===== src/hw/rtl/sosc_pkg.sv =====
// ---------------------------------------------------------------------------
// sosc_pkg: shared constants for the MIDI-tuned sine oscillator
// Field widths, register and command codes, fixed-point constants of the
// quarter-wave sine polynomial.
// ---------------------------------------------------------------------------
package sosc_pkg;

  // Default sizes of the top level
  localparam int DEF_PHASE_BITS  = 32;
  localparam int DEF_TABLE_BITS  = 10;
  localparam int DEF_SAMPLE_BITS = 16;

  // Field widths
  localparam int CF_W       = 15;   // centre frequency
  localparam int SR_W       = 18;   // sample rate
  localparam int MIDI_W     = 7;    // controller value
  localparam int OFF_W      = 8;    // signed frequency offset
  localparam int FREQ_W     = 16;   // floored oscillator frequency
  localparam int CFG_IDX_W  = 1;
  localparam int CFG_DATA_W = 18;

  // Serial multiplier operand width
  localparam int MUL_W = 32;

  // Register indexes
  localparam logic [CFG_IDX_W-1:0] REG_CENTER_FREQ = 1'd0;
  localparam logic [CFG_IDX_W-1:0] REG_SAMPLE_RATE = 1'd1;

  // Input commands
  localparam logic CMD_TICK = 1'b0;
  localparam logic CMD_MIDI = 1'b1;

  // Reset values
  localparam logic [CF_W-1:0] CENTER_FREQ_RST = 15'd220;
  localparam logic [SR_W-1:0] SAMPLE_RATE_RST = 18'd44100;

  // Fixed point: Q30 one and pi/2 in Q30
  localparam logic [30:0]      Q30_ONE = 31'h4000_0000;
  localparam logic [MUL_W-1:0] PI2_Q30 = 32'd1686629713;

  // Horner divisors of the sine series
  localparam int HORNER_STEPS = 6;

  function automatic logic [7:0] horner_k(input logic [2:0] idx);
    logic [7:0] k;
    case (idx)
      3'd0:    k = 8'd156;
      3'd1:    k = 8'd110;
      3'd2:    k = 8'd72;
      3'd3:    k = 8'd42;
      3'd4:    k = 8'd20;
      3'd5:    k = 8'd6;
      default: k = 8'd1;
    endcase
    return k;
  endfunction

  // Controller value to signed offset in hertz
  function automatic logic signed [OFF_W-1:0] midi_offset(input logic [MIDI_W-1:0] v);
    logic [OFF_W-1:0] twice;
    logic [OFF_W-1:0] off;
    twice = {v, 1'b0};
    if (v < 7'd63) begin
      off = twice - 8'd126;
    end else if (v > 7'd64) begin
      off = twice - 8'd128;
    end else begin
      off = '0;
    end
    return $signed(off);
  endfunction

endpackage


===== src/hw/rtl/sine_oscillator_midi_tuned.sv =====
// ---------------------------------------------------------------------------
// sine_oscillator_midi_tuned: phase-accumulator sine oscillator, MIDI bend
// Each tick word advances the phase by freq * 2^PHASE_BITS / sample_rate and
// emits the sine of the new phase as a left/right pair; a MIDI word sets a
// signed frequency offset around the configured centre frequency.
// ---------------------------------------------------------------------------
// Usage:
//   Input channel (in_valid_i/in_ready_o): command_i selects tick or MIDI
//   update, midi_value_i carries the controller value. A MIDI word is applied
//   as it is taken and yields no output word.
//   Output channel (out_valid_o/out_ready_i): one sample pair per tick.
//   Config channel (cfg_valid_i/cfg_ready_o): index 0 centre frequency (also
//   clears the offset), index 1 sample rate; always ready, write when idle.
//   A tick is computed by the bit-serial multiplier (ten products) and the
//   bit-serial divider (the increment plus six series divisions) before it
//   reaches out_valid_o. One tick is processed at a time; in_ready_o is high
//   while idle, so a new tick is taken only once the last one is through,
//   and MIDI words are taken at one per cycle while idle.
//   A finished sample sits in the output register; the next word is taken
//   while it waits, and a second sample waits in the core until it drains.
//   Reset: phase and offset zero, centre 220 Hz, sample rate 44100 Hz,
//   no output pending.
// ---------------------------------------------------------------------------
module sine_oscillator_midi_tuned
  import sosc_pkg::*;
#(
  parameter int PHASE_BITS  = DEF_PHASE_BITS,
  parameter int TABLE_BITS  = DEF_TABLE_BITS,
  parameter int SAMPLE_BITS = DEF_SAMPLE_BITS
) (
  input  logic                          clk_i,
  input  logic                          rst_ni,
  // input words
  input  logic                          in_valid_i,
  output logic                          in_ready_o,
  input  logic                          command_i,
  input  logic [MIDI_W-1:0]             midi_value_i,
  // output words
  output logic                          out_valid_o,
  input  logic                          out_ready_i,
  output logic signed [SAMPLE_BITS-1:0] sample_left_o,
  output logic signed [SAMPLE_BITS-1:0] sample_right_o,
  // configuration writes
  input  logic                          cfg_valid_i,
  output logic                          cfg_ready_o,
  input  logic [CFG_IDX_W-1:0]          cfg_index_i,
  input  logic [CFG_DATA_W-1:0]         cfg_data_i
);

  localparam int NUM_W  = FREQ_W + PHASE_BITS;
  localparam int QUO_W  = (PHASE_BITS > MUL_W) ? PHASE_BITS : MUL_W;
  localparam int J_W    = TABLE_BITS - 1;
  localparam int MAG_W  = 2 * MUL_W - 29;
  localparam logic [J_W-1:0]         QSIZE = {1'b1, {(TABLE_BITS-2){1'b0}}};
  localparam logic [SAMPLE_BITS-1:0] AMP   = {1'b0, {(SAMPLE_BITS-1){1'b1}}};
  localparam logic [2:0]             K_LAST = 3'(HORNER_STEPS - 1);

  typedef enum logic [3:0] {
    S_IDLE,
    S_INC,
    S_ANGLE,
    S_MX,
    S_MX2,
    S_MHT,
    S_DHT,
    S_MS,
    S_MAMP,
    S_OUT
  } state_e;

  state_e                   state_q;
  logic                     mul_start_q;
  logic                     div_start_q;
  logic [CF_W-1:0]          center_q;
  logic [SR_W-1:0]          rate_q;
  logic signed [OFF_W-1:0]  offset_q;
  logic [PHASE_BITS-1:0]    phase_q;
  logic [30:0]              x_q;
  logic [MUL_W-1:0]         x2_q;
  logic [30:0]              t_q;
  logic [2:0]               k_q;
  logic                     neg_q;
  logic                     out_valid_q;
  logic [SAMPLE_BITS-1:0]   sample_q;

  logic [MUL_W-1:0]         mul_a;
  logic [MUL_W-1:0]         mul_b;
  logic [2*MUL_W-1:0]       mul_prod;
  logic                     mul_done;
  logic [NUM_W-1:0]         div_num;
  logic [SR_W-1:0]          div_den;
  logic [QUO_W-1:0]         div_quo;
  logic                     div_done;

  logic signed [FREQ_W:0]   freq_sum;
  logic [FREQ_W-1:0]        freq;
  logic [PHASE_BITS-1:0]    inc;
  logic [TABLE_BITS-1:0]    tbl_idx;
  logic [J_W-1:0]           j_raw;
  logic [J_W-1:0]           j;
  logic [MAG_W:0]           mag_rnd;
  logic [MAG_W-1:0]         mag_full;
  logic [SAMPLE_BITS-1:0]   mag;
  logic [SAMPLE_BITS-1:0]   sample;
  logic                     in_take;
  logic                     midi_take;
  logic                     out_free;
  logic                     out_load;

  // Oscillator frequency, floored at zero
  assign freq_sum = $signed({2'b00, center_q}) + (FREQ_W+1)'(offset_q);
  assign freq     = freq_sum[FREQ_W] ? '0 : freq_sum[FREQ_W-1:0];
  assign inc      = (rate_q == '0) ? '0 : div_quo[PHASE_BITS-1:0];

  // Quarter-wave reduction of the table index
  assign tbl_idx = phase_q[PHASE_BITS-1 -: TABLE_BITS];
  assign j_raw   = {1'b0, tbl_idx[TABLE_BITS-3:0]};
  assign j       = tbl_idx[TABLE_BITS-2] ? (QSIZE - j_raw) : j_raw;

  // Round, saturate and sign the magnitude
  assign mag_rnd  = {1'b0, mul_prod[2*MUL_W-1:29]} + 1'b1;
  assign mag_full = mag_rnd[MAG_W:1];
  assign mag      = (mag_full > MAG_W'(AMP)) ? AMP : mag_full[SAMPLE_BITS-1:0];
  assign sample   = neg_q ? (SAMPLE_BITS'(0) - mag) : mag;

  // Operand selection for the shared multiplier
  always_comb begin
    case (state_q)
      S_MX: begin
        mul_a = PI2_Q30;
        mul_b = MUL_W'(j);
      end
      S_MX2: begin
        mul_a = MUL_W'(x_q);
        mul_b = MUL_W'(x_q);
      end
      S_MHT: begin
        mul_a = x2_q;
        mul_b = MUL_W'(t_q);
      end
      S_MS: begin
        mul_a = MUL_W'(x_q);
        mul_b = MUL_W'(t_q);
      end
      S_MAMP: begin
        mul_a = MUL_W'(mul_prod[60:30]);
        mul_b = MUL_W'(AMP);
      end
      default: begin
        mul_a = '0;
        mul_b = '0;
      end
    endcase
  end

  // Operand selection for the shared divider
  always_comb begin
    if (state_q == S_INC) begin
      div_num = {freq, {PHASE_BITS{1'b0}}};
      div_den = rate_q;
    end else begin
      div_num = NUM_W'(mul_prod[61:30]);
      div_den = SR_W'(horner_k(k_q));
    end
  end

  sosc_mul u_mul (
    .clk_i   (clk_i),
    .rst_ni  (rst_ni),
    .start_i (mul_start_q),
    .a_i     (mul_a),
    .b_i     (mul_b),
    .prod_o  (mul_prod),
    .done_o  (mul_done)
  );

  sosc_div #(
    .NUM_W (NUM_W),
    .DEN_W (SR_W),
    .QUO_W (QUO_W)
  ) u_div (
    .clk_i   (clk_i),
    .rst_ni  (rst_ni),
    .start_i (div_start_q),
    .num_i   (div_num),
    .den_i   (div_den),
    .quo_o   (div_quo),
    .done_o  (div_done)
  );

  assign in_take   = in_valid_i && (state_q == S_IDLE);
  assign midi_take = in_take && (command_i == CMD_MIDI);
  assign out_free  = !out_valid_q || out_ready_i;
  assign out_load  = (state_q == S_OUT) && out_free;

  // Sequencer, configuration and output register
  always_ff @(posedge clk_i or negedge rst_ni) begin
    if (!rst_ni) begin
      state_q     <= S_IDLE;
      mul_start_q <= 1'b0;
      div_start_q <= 1'b0;
      center_q    <= CENTER_FREQ_RST;
      rate_q      <= SAMPLE_RATE_RST;
      offset_q    <= '0;
      phase_q     <= '0;
      x_q         <= '0;
      x2_q        <= '0;
      t_q         <= '0;
      k_q         <= '0;
      neg_q       <= 1'b0;
      out_valid_q <= 1'b0;
      sample_q    <= '0;
    end else begin
      mul_start_q <= 1'b0;
      div_start_q <= 1'b0;

      // load a finished sample, or drop the output word once taken
      if (out_load) begin
        out_valid_q <= 1'b1;
        sample_q    <= sample;
      end else if (out_valid_q && out_ready_i) begin
        out_valid_q <= 1'b0;
      end

      // configuration writes
      if (cfg_valid_i) begin
        unique case (cfg_index_i)
          REG_CENTER_FREQ: center_q <= cfg_data_i[CF_W-1:0];
          REG_SAMPLE_RATE: rate_q   <= cfg_data_i;
          default: ;
        endcase
      end

      // set the offset from a controller word, clear it on a centre write
      if (midi_take) begin
        offset_q <= midi_offset(midi_value_i);
      end else if (cfg_valid_i && (cfg_index_i == REG_CENTER_FREQ)) begin
        offset_q <= '0;
      end

      unique case (state_q)
        S_IDLE: begin
          if (in_take && (command_i == CMD_TICK)) begin
            div_start_q <= 1'b1;
            state_q     <= S_INC;
          end
        end
        S_INC: begin
          if (div_done) begin
            phase_q <= phase_q + inc;
            state_q <= S_ANGLE;
          end
        end
        S_ANGLE: begin
          neg_q       <= tbl_idx[TABLE_BITS-1];
          mul_start_q <= 1'b1;
          state_q     <= S_MX;
        end
        S_MX: begin
          if (mul_done) begin
            x_q         <= mul_prod[TABLE_BITS-2 +: 31];
            mul_start_q <= 1'b1;
            state_q     <= S_MX2;
          end
        end
        S_MX2: begin
          if (mul_done) begin
            x2_q        <= mul_prod[61:30];
            t_q         <= Q30_ONE;
            k_q         <= '0;
            mul_start_q <= 1'b1;
            state_q     <= S_MHT;
          end
        end
        S_MHT: begin
          if (mul_done) begin
            div_start_q <= 1'b1;
            state_q     <= S_DHT;
          end
        end
        S_DHT: begin
          if (div_done) begin
            t_q         <= Q30_ONE - div_quo[30:0];
            mul_start_q <= 1'b1;
            if (k_q == K_LAST) begin
              state_q <= S_MS;
            end else begin
              k_q     <= k_q + 1'b1;
              state_q <= S_MHT;
            end
          end
        end
        S_MS: begin
          if (mul_done) begin
            mul_start_q <= 1'b1;
            state_q     <= S_MAMP;
          end
        end
        S_MAMP: begin
          if (mul_done) begin
            state_q <= S_OUT;
          end
        end
        S_OUT: begin
          // hold the sample until the output register is free
          if (out_free) begin
            state_q <= S_IDLE;
          end
        end
        default: state_q <= S_IDLE;
      endcase
    end
  end

  assign in_ready_o     = (state_q == S_IDLE);
  assign cfg_ready_o    = 1'b1;
  assign out_valid_o    = out_valid_q;
  assign sample_left_o  = $signed(sample_q);
  assign sample_right_o = $signed(sample_q);

endmodule


===== src/hw/rtl/sosc_mul.sv =====
// ---------------------------------------------------------------------------
// sosc_mul: bit-serial shift-add multiplier
// Unsigned MUL_W x MUL_W product, one multiplier bit per cycle, LSB first.
// The product holds until the next start.
// ---------------------------------------------------------------------------
module sosc_mul
  import sosc_pkg::*;
(
  input  logic                 clk_i,
  input  logic                 rst_ni,
  input  logic                 start_i,
  input  logic [MUL_W-1:0]     a_i,
  input  logic [MUL_W-1:0]     b_i,
  output logic [2*MUL_W-1:0]   prod_o,
  output logic                 done_o
);

  localparam int CNT_W = $clog2(MUL_W + 1);

  logic [CNT_W-1:0] cnt_q;
  logic             done_q;
  logic [MUL_W-1:0] a_q;
  logic [MUL_W-1:0] hi_q;
  logic [MUL_W-1:0] lo_q;
  logic [MUL_W:0]   sum;

  // Add the multiplicand when the current multiplier bit is set
  assign sum = {1'b0, hi_q} + (lo_q[0] ? {1'b0, a_q} : '0);

  // Step counter and completion pulse
  always_ff @(posedge clk_i or negedge rst_ni) begin
    if (!rst_ni) begin
      cnt_q  <= '0;
      done_q <= 1'b0;
    end else begin
      done_q <= 1'b0;
      if (start_i) begin
        cnt_q <= CNT_W'(MUL_W);
      end else if (cnt_q != '0) begin
        cnt_q  <= cnt_q - 1'b1;
        done_q <= (cnt_q == CNT_W'(1));
      end
    end
  end

  // Shift the partial product right by one bit a cycle
  always_ff @(posedge clk_i) begin
    if (start_i) begin
      a_q  <= a_i;
      hi_q <= '0;
      lo_q <= b_i;
    end else if (cnt_q != '0) begin
      hi_q <= sum[MUL_W:1];
      lo_q <= {sum[0], lo_q[MUL_W-1:1]};
    end
  end

  assign prod_o = {hi_q, lo_q};
  assign done_o = done_q;

endmodule


===== src/hw/rtl/sosc_div.sv =====
// ---------------------------------------------------------------------------
// sosc_div: bit-serial restoring divider
// One quotient bit per cycle, dividend bits taken MSB first. Quotient keeps
// its low QUO_W bits. The quotient holds until the next start.
// ---------------------------------------------------------------------------
module sosc_div
  import sosc_pkg::*;
#(
  parameter int NUM_W = 48,
  parameter int DEN_W = 18,
  parameter int QUO_W = 32
) (
  input  logic             clk_i,
  input  logic             rst_ni,
  input  logic             start_i,
  input  logic [NUM_W-1:0] num_i,
  input  logic [DEN_W-1:0] den_i,
  output logic [QUO_W-1:0] quo_o,
  output logic             done_o
);

  localparam int CNT_W = $clog2(NUM_W + 1);

  logic [CNT_W-1:0] cnt_q;
  logic             done_q;
  logic [NUM_W-1:0] num_q;
  logic [DEN_W-1:0] den_q;
  logic [DEN_W-1:0] rem_q;
  logic [QUO_W-1:0] quo_q;
  logic [DEN_W:0]   rem2;
  logic [DEN_W:0]   diff;
  logic             ge;

  // Bring down the next dividend bit and trial-subtract
  assign rem2 = {rem_q, num_q[NUM_W-1]};
  assign diff = rem2 - {1'b0, den_q};
  assign ge   = (rem2 >= {1'b0, den_q});

  // Step counter and completion pulse
  always_ff @(posedge clk_i or negedge rst_ni) begin
    if (!rst_ni) begin
      cnt_q  <= '0;
      done_q <= 1'b0;
    end else begin
      done_q <= 1'b0;
      if (start_i) begin
        cnt_q <= CNT_W'(NUM_W);
      end else if (cnt_q != '0) begin
        cnt_q  <= cnt_q - 1'b1;
        done_q <= (cnt_q == CNT_W'(1));
      end
    end
  end

  // Advance remainder and quotient by one digit
  always_ff @(posedge clk_i) begin
    if (start_i) begin
      num_q <= num_i;
      den_q <= den_i;
      rem_q <= '0;
      quo_q <= '0;
    end else if (cnt_q != '0) begin
      num_q <= {num_q[NUM_W-2:0], 1'b0};
      rem_q <= ge ? diff[DEN_W-1:0] : rem2[DEN_W-1:0];
      quo_q <= {quo_q[QUO_W-2:0], ge};
    end
  end

  assign quo_o  = quo_q;
  assign done_o = done_q;

endmodule


===== config.mk =====
export PLATFORM = sky130hd
export DESIGN_NAME = sine_oscillator_midi_tuned
export DESIGN_NICKNAME = d
export VERILOG_FILES = /design/src/hw/rtl/sosc_pkg.sv /design/src/hw/rtl/sine_oscillator_midi_tuned.sv /design/src/hw/rtl/sosc_mul.sv /design/src/hw/rtl/sosc_div.sv
export SDC_FILE = /design/constraint.sdc
export NUM_CORES = 1
export LEC_CHECK = 0
export BUFFER_PORTS_ARGS = -buffer_cell sky130_fd_sc_hd__buf_4
export CORE_MARGIN = 10
export CORE_UTILIZATION = 55
export DETAILED_ROUTE_END_ITERATION = 6
export PLACE_DENSITY_LB_ADDON = 0.25
export SYNTH_ARGS = -nofsm -noshare
export SYNTH_HDL_FRONTEND = slang
export SYNTH_HIERARCHICAL = 1
export SYNTH_SLANG_ARGS = --single-unit

===== constraint.sdc =====
create_clock -name clk_i -period 4.3 [get_ports clk_i]
set_input_delay 0.645 -clock clk_i [delete_from_list [all_inputs] [get_ports clk_i]]
set_output_delay 0.645 -clock clk_i [all_outputs]
set_load 0.01 [all_outputs]

==> flow_metrics.env, run 1 <==
export IMPL_worst_slack_ps=283
export IMPL_ys_seq_area_frac=0.431
export IMPL_synth_area_sq_um=24900
export IMPL_hp_class="primary input to async pin"
export IMPL_synth_edf_count=130
export IMPL_core_sq_um=44500
export IMPL_p_sw_frac=0.219
export IMPL_grtUsageMet2=0.421
export IMPL_status="complete, but fails checks"
export IMPL_syn_nets=2708
export IMPL_fillers=3681
export IMPL_track_usage=0.246
export IMPL_postSynthCellCount=2560
export IMPL_fin_nets=2725
export IMPL_hold_viol=0
export IMPL_p_clk_frac=0.473
export IMPL_dieArea_sq_um=54200
export IMPL_layout_common_cells="273 x nand2_1, 194 x dfrtp_1, 170 x mux2_2"
export IMPL_slew_violations=0
export IMPL_insertion_delay_ps=590
export IMPL_rows=77
export IMPL_grt_max_degree=93
export IMPL_dr_pass1_iters=7
export IMPL_grt_pass1_wl_um=107000
export IMPL_wl_per_cell_um=21.3
export IMPL_synth_area_per_cell_sq_um=9.72
export IMPL_crit_required_ps=4790
export IMPL_die_h_um=233
export IMPL_start_util=0.559
export IMPL_place_ws_ps=195
export IMPL_use_met1=0.302
export IMPL_worstMarginPinSlew_ps=1000
export IMPL_power_density_nw_per_um2=303
export IMPL_critPathLaunchType="register"
export IMPL_io_buffers=65
export IMPL_p_total_mw=8.32
export IMPL_finalSetupTns_ps=0
export IMPL_die_x_um=233
export IMPL_gr_usage_met3=0.0347
export IMPL_drive_above_1_share=0.170
export IMPL_crit_fanout=6
export IMPL_synth_main_ff_cell="dfrtp_1"
export IMPL_hold_buffers=0
export IMPL_fin_crit_ps=4020
export IMPL_final_period_utilization=0.934
export IMPL_cts_path_max_buffers=3
export IMPL_vias=20200
export IMPL_yosys_warnings=6
export IMPL_crit_type="register to register"
export IMPL_max_clock_freq_mhz=249
export IMPL_synthToLayoutAreaGrowth_pct=10.3
export IMPL_diodes=0
export IMPL_ir_drop_mv=0.326
export IMPL_p_int_mw=6.50
export IMPL_setup_viol=0
export IMPL_worstPathArrival_ps=4500
export IMPL_grt_remaining_overflow=0
export IMPL_htreeDepth=2
export IMPL_p_sw_mw=1.82
export IMPL_antenna_left=0
export IMPL_yosys_register_bits=419
export IMPL_cts_sinks=419
export IMPL_violations="design-rule violations"
export IMPL_crit_path_end_kind="register"
export IMPL_wirelength_um=68300
export IMPL_p_leak_nw=11.7
export IMPL_ios=67
export IMPL_cts_clk_slew_worst_paths_ps=60
export IMPL_drc=2
export IMPL_relSlewSlack=0.330
export IMPL_seq_power_share=0.503
export IMPL_final_common_cell="nand2_1"
export IMPL_grt_busiest_layer="met2"
export IMPL_gpl_final_weighted_congestion=0.953
export IMPL_cts_tree="done"
export IMPL_async_reset_ff_frac=0.494
export IMPL_post_drt_via_cell_ratio=6.29
export IMPL_rsz0062_at_grt="false"
export IMPL_cts_root_buf="clkbuf_16"
export IMPL_ys_types=102
export IMPL_grt_pass1_vias=19600
export IMPL_p_comb_frac=0.024
export IMPL_drtIter0Drc=1903
export IMPL_cap_violations=0
export IMPL_cts_made_buffers=46
export IMPL_dp_hpwl_um=48500
export IMPL_grt_antenna_before_repair=1
export IMPL_fin_skew_ps=20.2
-- power by group through the flow --
stage	registers (mW)	clock network (mW)	logic [mW]
after global placement	4.26	0	0.198
final	4.18	3.94	0.200
after detailed placement	4.26	0	0.204
after floorplan	4.24	0	0.107
after global routing	4.19	4.14	0.223
after CTS	4.18	3.99	0.205
-- logic make-up (layout without fill, tap and decap cells) --
family | count (synthesis) | count (layout) | share of synthesized area
AOI/OAI and AO/OA | 617 | 617 | 0.165
xor gates and xnor gates | 120 | 120 | 0.0422
and+or+nand+nor | 852 | 852 | 0.175
adders and majority gates | 116 | 116 | 0.0595
other | 2 | 2 | 0.000302
muxes | 183 | 183 | 0.0825
DFF | 419 | 419 | 0.431
buffers and inverters | 251 | 305 | 0.0443
-- path summary, 6_finish.rpt --
kind                                            start                             to  slack [ps]  cells after the start
max                          u_mul/lo_q[29]$_DFFE_PP_  sample_left_o[10]$_DFFE_PN0P_         280                     17
min                                            rst_ni        offset_q[6]$_DFFE_PN0P_          60                      1
max reg2reg                  u_mul/lo_q[29]$_DFFE_PP_  sample_left_o[10]$_DFFE_PN0P_         280                     17
min reg2reg                u_mul/cnt_q[2]$_DFFE_PN0P_         u_mul/done_o$_DFF_PN0_         490                      1
max in group asynchronous                      rst_ni            t_q[24]$_DFFE_PN0P_        3170                      2
min in group clk_i                          command_i          div_start_q$_DFF_PN0_         280                      2
-- state kept, by name, summed over array words and instances, names as in the netlist, 31 cells and up --
name         count
u_mul/lo_q      32
t_q             31
x2_q            32
x_q             31
u_div/quo_o     32
phase_q         32
u_div/num_q     48
u_mul/a_q       32
u_mul/hi_q      32
-- synth_stat cells, drive strengths merged, types with 31 or more instances --
| library cell | number | area (sq um) |
|---|---|---|
| and2 | 82 | 517 |
| a21oi | 149 | 746 |
| xnor2 | 69 | 604 |
| nand2 | 277 | 1040 |
| nor2b | 45 | 289 |
| nand3 | 83 | 433 |
| nor3 | 54 | 285 |
| buf | 37 | 250 |
| a21o | 31 | 233 |
| edfxtp | 130 | 3900 |
| mux2 | 172 | 1940 |
| clkbuf | 129 | 534 |
| dfxtp | 82 | 1640 |
| dfrtp | 196 | 4900 |
| ha | 112 | 1400 |
| nor2 | 131 | 492 |
| xor2 | 51 | 447 |
| o21ai | 157 | 790 |
| a22o | 45 | 394 |
| inv | 85 | 319 |
-- per-layer routing --
metal / part of all wire / wire length, um / vias up
met5: 0.00019 / 13 / -
met3: 0.054 / 3690 / 167
met4: 0.044 / 2980 / 2
met2: 0.49 / 33400 / 681
met1: 0.41 / 28200 / 9899
li1: - / - / 9406
-- layout make-up --
| class | count | area [sq um] | area share |
|---|---|---|---|
| Tap cell | 592 | 741 | 0.0270 |
| Sequential cell | 419 | 10700 | 0.391 |
| Clock buffer | 64 | 1250 | 0.0455 |
| Multi-Input combinational cell | 1890 | 13100 | 0.479 |
| Inverter | 85 | 319 | 0.0116 |
| Clock inverter | 21 | 215 | 0.00784 |
| Timing Repair Buffer | 135 | 1030 | 0.0376 |
-- critical path: stages, from the launching register on --
cell	delay, ps
edfxtp_1	430
ha_1	250
nand4_1	180
or3_2	520
nor4_2	200
o311ai_0	170
a22oi_1	310
nand4_4	190
o21ba_4	270
ha_1	160
nand3_1	120
or3_1	350
nor3_1	180
buf_4	160
a21oi_1	60
nor2_1	100
nor2_1	50
o31ai_1	220
-- what timing repair did --
action,CTS,global route
buffers inserted,0,4
setup endpoints to repair,0,7
gates resized for setup,0,7
-- through the flow --
stage	instance area, sq um	std cells	util	hold slack, ps
final	27500	3206	0.617	58.3
after global placement	25900	3117	0.582	450
after floorplan	24900	2560	-	349
after detailed placement	25900	3117	0.582	457
after CTS	27400	3202	0.615	133
after global routing	27500	3206	0.617	117
Note: power is estimated with default switching activity, not from simulation.
==> run 2, diff against run 1 <==
- CORE_UTILIZATION: 55 -> 57
==> run 2 against run 1 <==
The flow now finishes without violations. Sequential share of layout area fell by 0.22 points. Design area rose by 0.56%. Sequential cell count did not move. Worst setup slack barely moved. Final cell count barely moved. Largest cell class unchanged. Critical path type unchanged. Sequential power barely moved.
==> flow_metrics.env, run 2 (same netlist as run 1, synthesis figures left out) <==
export IMPL_status="completed"
export IMPL_worstMarginPinSlew_ps=1260
export IMPL_dp_cells=3119
export IMPL_crit_required_ps=4790
export IMPL_relSlewSlack=0.158
export IMPL_htreeDepth=2
export IMPL_grt_pass1_wl_um=108000
export IMPL_crit_type="register to register"
export IMPL_synthToLayoutAreaGrowth_pct=10.9
export IMPL_drive_above_1_share=0.175
export IMPL_regMostFlops="u_div/num_q"
export IMPL_grt_max_degree=89
export IMPL_max_clock_freq_mhz=249
export IMPL_final_cells=3207
export IMPL_drc=0
export IMPL_start_util=0.577
export IMPL_antenna_left=0
export IMPL_critPathLaunchType="register"
export IMPL_final_period_utilization=0.934
export IMPL_dr_pass1_iters=7
export IMPL_crit_fanout=6
export IMPL_cts_clk_slew_worst_paths_ps=60
export IMPL_ir_drop_mv=0.352
export IMPL_worstPathArrival_ps=4510
export IMPL_insertion_delay_ps=590
export IMPL_core_sq_um=43200
export IMPL_fin_crit_ps=4020
export IMPL_setup_viol=0
export IMPL_die_x_um=229
export IMPL_grt_pass1_vias=19600
export IMPL_vias=20300
export IMPL_ios=67
export IMPL_dp_hpwl_um=49100
export IMPL_wl_per_cell_um=21.3
export IMPL_track_usage=0.251
export IMPL_hold_viol=0
export IMPL_cts_tree="done"
export IMPL_finalSetupTns_ps=0
export IMPL_worst_slack_ps=283
export IMPL_power_density_nw_per_um2=306
export IMPL_cap_violations=0
export IMPL_cts_made_buffers=46
export IMPL_crit_path_end_kind="register"
export IMPL_fin_skew_ps=22.4
export IMPL_die_h_um=229
export IMPL_gpl_final_weighted_congestion=0.992
export IMPL_place_ws_ps=138
export IMPL_post_drt_via_cell_ratio=6.33
export IMPL_layout_common_cells="273 x nand2_1, 194 x dfrtp_1, 170 x mux2_2"
export IMPL_dieArea_sq_um=52400
export IMPL_cts_path_max_buffers=3
export IMPL_p_total_mw=8.45
export IMPL_io_buffers=65
export IMPL_diodes=0
export IMPL_cts_root_buf="clkbuf_16"
export IMPL_cts_sinks=419
export IMPL_p_leak_nw=11.8
export IMPL_final_common_cell="nand2_1"
export IMPL_slew_violations=0
export IMPL_fin_nets=2732
export IMPL_wirelength_um=68300
export IMPL_hp_class="primary input to async pin"
export IMPL_largest_reg_flops=48
export IMPL_grt_antenna_before_repair=0
export IMPL_drtIter0Drc=2128
export IMPL_final_util=0.639
export IMPL_rows=76
export IMPL_grt_remaining_overflow=0
## run 2: cell types whose count changed in the layout (fill, tap and decap cells not counted), sizes merged
cell | previous run | this run
buf | 135 | 142
clkbuf | 64 | 68
clkinvlp | 5 | 2
## run 2: cell type report
class                           instances  area, sq um
Inverter                               85          319
Clock buffer                           68         1350
Tap cell                              585          732
Clock inverter                         18          206
Multi-Input combinational cell       1890        13200
Timing Repair Buffer                  142         1090
Fill cell                            3532        15600
Sequential cell                       419        10700
## run 2: final timing paths
kind | from | depth (start not counted) | to | slack [ps]
worst max-delay path | u_mul/hi_q[19]$_SDFFE_PP0P_ | 16 | sample_left_o[10]$_DFFE_PN0P_ | 280
worst min-delay path | rst_ni | 1 | sample_left_o[0]$_DFFE_PN0P_ | 110
worst max register to register | u_mul/hi_q[19]$_SDFFE_PP0P_ | 16 | sample_left_o[10]$_DFFE_PN0P_ | 280
worst min register to register | phase_q[11]$_DFFE_PN0P_ | 2 | phase_q[11]$_DFFE_PN0P_ | 490
max in group asynchronous | rst_ni | 2 | rate_q[13]$_DFFE_PN1P_ | 3160
min in group clk_i | cfg_data_i[8] | 2 | rate_q[8]$_DFFE_PN0P_ | 300
## run 2: power breakdown
part / switching, mW / internal (mW) / total, mW
clock: 1.66 / 2.42 / 4.08
combinational: 0.109 / 0.0901 / 0.199
sequential: 0.0393 / 4.14 / 4.18
## run 2: timing repair
action                                  in CTS  in global routing
buffers inserted                             0                  2
gates resized for setup                      0                 14
hold buffers                                 0                  0
endpoints found under the setup margin       0                 11
## run 2: stage by stage
step	hold WS, ps	instance area [sq um]
floorplan	349	24900
global placement	447	26000
detailed placement	466	26000
CTS	99.6	27500
global route	142	27600
finish	105	27600
## run 2: routing by layer
layer  GRT usage  vias to the layer above  share of wire
li1            -                     9408              -
met1       0.340                    10000           0.44
met2       0.410                      747           0.47
met3      0.0401                      120          0.073
met4      0.0714                        0          0.025
met5           0                        -              0
## run 2: worst max-delay path: stages, from the launching register on
cell and delay (ps):
dfxtp_1 340, nand4_1 280, or4_2 800, nor3_1 160, o311ai_0 130, a22oi_1 320
nand4_4 170, o21ba_4 260, ha_1 150, nand3_1 130, or3_1 360, nor3_1 190
buf_4 170, a21oi_1 60, nor2_1 100, nor2_1 50, o31ai_1 230
